<file path="src/rtl/rmr_ram.sv">
// Generic single-port-write, single-port-read RAM with registered read data.
// Used for the bit tables and the word tables of the responder.
// No dependencies.
module rmr_ram #(
  parameter int WIDTH = 8,
  parameter int DEPTH = 256
) (
  input  logic                     clk_i,
  input  logic                     we_i,
  input  logic [$clog2(DEPTH)-1:0] waddr_i,
  input  logic [WIDTH-1:0]         wdata_i,
  input  logic                     re_i,
  input  logic [$clog2(DEPTH)-1:0] raddr_i,
  output logic [WIDTH-1:0]         rdata_o
);

  logic [WIDTH-1:0] mem_q [DEPTH];
  logic [WIDTH-1:0] rdata_q;

  always_ff @(posedge clk_i) begin
    if (we_i) begin
      mem_q[waddr_i] <= wdata_i;
    end
    if (re_i) begin
      rdata_q <= mem_q[raddr_i];
    end
  end

  assign rdata_o = rdata_q;

endmodule

</file>
<file path="config.mk">
export PLATFORM = sky130hd
export DESIGN_NAME = rmr_ram
export DESIGN_NICKNAME = d
export VERILOG_FILES = /design/src/rtl/rmr_ram.sv
export SDC_FILE = /design/constraint.sdc
export NUM_CORES = 2
export LEC_CHECK = 0
export ABC_AREA = 0
export ABC_CLOCK_PERIOD_IN_PS = 2500
export BUFFER_PORTS_ARGS = -buffer_cell sky130_fd_sc_hd__buf_2
export CAP_MARGIN = 20
export CORE_MARGIN = 2
export CORE_UTILIZATION = 30
export DETAILED_ROUTE_END_ITERATION = 8
export HOLD_SLACK_MARGIN = 0.12
export REMOVE_ABC_BUFFERS = 1
export SLEW_MARGIN = 30
export SYNTH_ARGS = -nofsm -noshare
export SYNTH_HDL_FRONTEND = slang
export SYNTH_SLANG_ARGS = --single-unit
</file>
<file path="constraint.sdc">
create_clock -name clk_i -period 2.5 [get_ports clk_i]
set_input_delay 0 -clock clk_i [delete_from_list [all_inputs] [get_ports clk_i]]
set_output_delay 0 -clock clk_i [all_outputs]
set_load 0.05 [all_outputs]
</file>
==> impl_results.html <==
<table>
<tr><th>Metric</th><th>Value</th></tr>
<tr><th colspan="2">Die</th></tr>
<tr><td>Area of the core region</td><td>0.265 sq mm</td></tr>
<tr><td>Horizontal die dimension</td><td>519 um</td></tr>
<tr><td>Number of placed I/O pins</td><td>35</td></tr>
<tr><td>Die ar.</td><td>0.270 sq mm</td></tr>
<tr><td>Initial Util</td><td>30.1%</td></tr>
<tr><td>Vertical die dimension</td><td>519 um</td></tr>
<tr><td>Cell Rows</td><td>189</td></tr>
<tr><th colspan="2">Drt</th></tr>
<tr><td>Detailed-route vias per instance</td><td>5.03</td></tr>
<tr><td>DR pass1 iterations</td><td>6</td></tr>
<tr><td>Routed wire per std cell</td><td>25.7 um</td></tr>
<tr><td>Overall via count from detail_route</td><td>40800</td></tr>
<tr><td>DRT antenna net count</td><td>0</td></tr>
<tr><td>Remaining routing DRC violations</td><td>0</td></tr>
<tr><td>DR iter-0 viols</td><td>4739</td></tr>
<tr><td>Detailed Route WL</td><td>209000 um</td></tr>
<tr><th colspan="2">Setup path</th></tr>
<tr><td>CP Max Fanout</td><td>1</td></tr>
<tr><td>Kind of cell adding the most delay to the critical path</td><td>multiplexers</td></tr>
<tr><td>Slowest Stage Delay on Critical Path</td><td>0.52 ns</td></tr>
<tr><td>Setup crit start kind</td><td>flip-flop</td></tr>
<tr><td>CP Capture Type</td><td>flip-flop</td></tr>
<tr><td>Reg-to-reg setup timing slack</td><td>0.03 ns</td></tr>
<tr><td>Reg2Reg Depth</td><td>7</td></tr>
<tr><td>Ordered list of cells on the worst path</td><td>mux4_2 -&gt; mux4_2 -&gt; nor2_1 -&gt; a2111oi_0 -&gt; nor3_1 -&gt; buf_4 -&gt; nor4_2</td></tr>
<tr><td>Number of buffer and inverter stages on the critical path</td><td>1</td></tr>
<tr><td>Worst flop-to-flop path endpoint</td><td>rdata_o[2]$_DFFE_PP_</td></tr>
<tr><td>Crit-path slowest cell</td><td>sky130_fd_sc_hd__mux4_2</td></tr>
<tr><td>Worst reg2reg path startpoint</td><td>mem_q[132][2]$_DFFE_PP_</td></tr>
<tr><td>Startpoint-to-endpoint class of the critical path</td><td>reg -&gt; reg</td></tr>
<tr><td>Arrival time at the worst endpoint</td><td>3.07 ns</td></tr>
<tr><td>Endpoint required time on the critical path</td><td>3.10 ns</td></tr>
<tr><td>Dominant cell type by count on the critical path</td><td>sky130_fd_sc_hd__mux4_2</td></tr>
<tr><th colspan="2">Timing</th></tr>
<tr><td>Final period utilization</td><td>98.8%</td></tr>
<tr><td>Max-slew violation total from the final report</td><td>0</td></tr>
<tr><td>Minimum period implied by the final worst setup slack</td><td>2.47 ns</td></tr>
<tr><td>Final setup TNS</td><td>0 ns</td></tr>
<tr><td># setup viols final</td><td>0</td></tr>
<tr><td>Final count of hold timing violations</td><td>0</td></tr>
<tr><td>Headroom to the max-slew limit</td><td>44.5%</td></tr>
<tr><td>Setup repair after global routing missed its margin</td><td>false</td></tr>
<tr><td>Fmax achieved</td><td>0.405 GHz</td></tr>
<tr><td>Maximum clock skew at final layout</td><td>0.0375 ns</td></tr>
<tr><td>Worst hold slack across all endpoints</td><td>0.185 ns</td></tr>
<tr><td>Slew at the pin closest to its max-slew limit</td><td>0.832 ns</td></tr>
<tr><th colspan="2">Placement</th></tr>
<tr><td>Final GP Congestion</td><td>0.866</td></tr>
<tr><td>Number of buffers added on ports</td><td>34</td></tr>
<tr><td>Final HPWL from detailed placement</td><td>135000 um</td></tr>
<tr><td>Post-DP Area</td><td>0.0886 sq mm</td></tr>
<tr><th colspan="2">Yosys</th></tr>
<tr><td>Part of the Yosys area used for sequential elements</td><td>77.5%</td></tr>
<tr><td>Number of distinct library cells after synthesis</td><td>54</td></tr>
<tr><td>Share of flip-flops with an asynchronous set or reset</td><td>0%</td></tr>
<tr><td>Post-synthesis area per instance</td><td>21.3 sq um</td></tr>
<tr><td>Number of instances in the synthesized netlist</td><td>3733</td></tr>
<tr><td>Post-synth EDFFs</td><td>2056</td></tr>
<tr><td>Yosys synthesis warning count</td><td>0</td></tr>
<tr><td>Number of synthesized register bits</td><td>2056</td></tr>
<tr><td>Synth Flop Type</td><td>sky130_fd_sc_hd__edfxtp_1</td></tr>
<tr><td>Synthesized area</td><td>0.0796 sq mm</td></tr>
<tr><th colspan="2">Finish</th></tr>
<tr><td>Footprint of the multi-input gates</td><td>0.0166 sq mm</td></tr>
<tr><td>Count of filler cells inserted in the layout</td><td>24100</td></tr>
<tr><td>Register area</td><td>0.0617 sq mm</td></tr>
<tr><td>Fraction of layout cells with a size suffix above 1</td><td>31.6%</td></tr>
<tr><td>Area Growth Syn to Fin</td><td>19.9%</td></tr>
<tr><td>Design area</td><td>0.0955 sq mm</td></tr>
<tr><td>Final Net Count</td><td>4439</td></tr>
<tr><th colspan="2">Power</th></tr>
<tr><td>Leakage power total</td><td>30.3 nW</td></tr>
<tr><td>Pwr dens</td><td>755 mW/mm^2</td></tr>
<tr><td>Pwr Total</td><td>72.1 mW</td></tr>
<tr><td>Maximum vdd drop</td><td>0.682 mV</td></tr>
<tr><th colspan="2">Clock tree</th></tr>
<tr><td>Skew-Pair Late Insertion Delay</td><td>0.84 ns</td></tr>
<tr><td>TritonCTS clock tree</td><td>yes</td></tr>
<tr><td>Clock sink count</td><td>2056</td></tr>
<tr><td>Clock tree root driver cell</td><td>sky130_fd_sc_hd__clkbuf_16</td></tr>
<tr><td>CTS max path bufs</td><td>3</td></tr>
<tr><td>Clock edge transition at the registers on the reported setup and hold paths</td><td>0.07 ns</td></tr>
<tr><td>Number of CTS-inserted buffers</td><td>209</td></tr>
<tr><td>Number of H-tree levels</td><td>4</td></tr>
<tr><th colspan="2">Global route</th></tr>
<tr><td>GRT Total Usage</td><td>15.3%</td></tr>
<tr><td>Vias in the first global route</td><td>41600</td></tr>
<tr><td>Largest net degree at the start of global routing</td><td>114</td></tr>
<tr><td>Global-route wire length before repair</td><td>302000 um</td></tr>
<tr><td>Total overflow reported by the global router</td><td>0</td></tr>
<tr><td>Initial antenna violation count</td><td>13</td></tr>
<tr><th colspan="2">Worst hold path</th></tr>
<tr><td>Type of the tightest min-delay check</td><td>in -&gt; reg</td></tr>
<tr><td>Hold path endpoint</td><td>rdata_o[5]$_DFFE_PP_</td></tr>
<tr><td>Hold wc startpoint</td><td>re_i</td></tr>
<tr><td>Worst hold path depth</td><td>2</td></tr>
<tr><th colspan="2">Status</th></tr>
<tr><td>Status</td><td>complete, no violations</td></tr>
<tr><th colspan="2">Job</th></tr>
<tr><td>Max-cap violations</td><td>0</td></tr>
</table>
-- per-stage QoR --
step	std cells	utilization, %	setup WS, ns
floorplan	3500	-	0.00689
global placement	7707	33.5	-0.687
detailed placement	7707	33.5	-0.718
CTS	8105	36.1	0.0255
global route	8110	36.1	0.00672
finish	8111	36.1	0.0301
-- worst max-delay path by stage --
stage / slack [ns] / cells after the start / endpoint / start
after global placement: -0.69 / 10 / rdata_o[3]$_DFFE_PP_ / raddr_i[0]
final: 0.03 / 7 / rdata_o[2]$_DFFE_PP_ / mem_q[132][2]$_DFFE_PP_
after detailed placement: -0.72 / 10 / rdata_o[3]$_DFFE_PP_ / raddr_i[0]
after CTS: 0.03 / 8 / rdata_o[3]$_DFFE_PP_ / mem_q[82][3]$_DFFE_PP_
after floorplan: 0.007 / 6 / rdata_o[6]$_DFFE_PP_ / raddr_i[2]
after global routing: 0.007 / 7 / rdata_o[3]$_DFFE_PP_ / mem_q[82][3]$_DFFE_PP_
-- per-layer routing --
layer	GRT usage [%]	vias to the layer above	part of all wire (%)	wire length, um
met5	0	-	0	0
met4	4.82	0	2.8	5890
met3	2.36	290	6.5	13600
met2	25.4	1506	50	104000
met1	20.6	21900	41	85700
li1	-	17100	-	-
-- cells by family (layout without fill, tap and decap cells) --
group | count (synthesis) | in the layout | share of synthesized area (%)
and+or+nand+nor | 466 | 466 | 2.63
AOI/OAI and AO/OA | 385 | 385 | 3.42
buffers and inverters | 235 | 1075 | 1.83
DFF | 2056 | 2056 | 77.5
muxes | 591 | 591 | 14.6
other | 0 | 5 | 0
-- cell usage in the layout, fill, tap and decap left out, drive strengths merged, types with 2 or more instances in the layout --
master,count
or2,4
nor2,282
a21oi,96
nand3b,2
dlygate4sd3,27
edfxtp,2056
a31oi,2
nor2b,31
mux2i,134
clkbuf,255
nand2b,8
buf,674
a211oi,16
a22oi,133
clkinvlp,2
nand2,33
nand4,10
clkinv,90
o32ai,5
diode,5
o22a,5
a2111oi,5
mux4,456
o221ai,47
and3b,2
bufinv,15
inv,12
nand3,34
o22ai,28
nor3,22
and2,6
o21ai,12
nor4,27
a22o,8
a221oi,14
a311oi,2
o211ai,10
-- state kept, by name, indices dropped and copies added (netlist names) --
name	flops
mem_q	2048
rdata_o	8
-- final cells by class --
cell class | instances | area share (%)
antenna | 5 | 0.0131
clock buffer | 255 | 5.75
clock inverter | 117 | 1.07
inverter | 2 | 0.00786
multi-input combinational | 1442 | 17.4
sequential | 2056 | 64.6
tap | 3533 | 4.63
timing repair buffer | 701 | 6.53
-- timing repair --
| action | 4_1_cts | 5_1_grt |
|---|---|---|
| hold buffers | 26 | 1 |
| gates resized for setup | 11 | 6 |
| setup endpoints to repair | 7 | 12 |
| pin swaps | 0 | 1 |
| endpoints found under the hold margin | 3144 | 4 |
| setup buffers | 0 | 0 |
-- Yosys cell counts, drive strengths merged (2+ instances only) --
| cell type | instances | share of area, % |
|---|---|---|
| a311oi | 2 | 0.022 |
| nor2 | 282 | 1.3 |
| nand2b | 8 | 0.063 |
| and2 | 6 | 0.047 |
| a22oi | 133 | 1.3 |
| edfxtp | 2056 | 78 |
| a22o | 8 | 0.088 |
| nor2b | 31 | 0.24 |
| nand4 | 10 | 0.079 |
| nor4 | 27 | 0.24 |
| o22ai | 28 | 0.22 |
| a21oi | 96 | 0.60 |
| o22a | 5 | 0.055 |
| or2 | 4 | 0.031 |
| mux4 | 456 | 13 |
| a2111oi | 5 | 0.066 |
| a221oi | 14 | 0.16 |
| o21ai | 12 | 0.075 |
| nand2 | 33 | 0.16 |
| buf | 122 | 1.3 |
| clkbuf | 111 | 0.52 |
| nand3 | 34 | 0.21 |
| mux2i | 134 | 1.7 |
| o221ai | 47 | 0.52 |
| o32ai | 5 | 0.064 |
| a211oi | 16 | 0.15 |
| a31oi | 2 | 0.016 |
| and3b | 2 | 0.022 |
| nand3b | 2 | 0.019 |
| o211ai | 10 | 0.094 |
| nor3 | 22 | 0.14 |
-- where the power goes --
| group | leakage (nW) | switching (mW) | internal, mW | total, mW |
|---|---|---|---|---|
| Combinational | 8.66 | 2.43 | 1.57 | 4.00 |
| Sequential | 18.5 | 0.0709 | 38.0 | 38.1 |
| Clock | 3.20 | 12.9 | 17.1 | 30.0 |
Power figures use the tool's default switching activity.
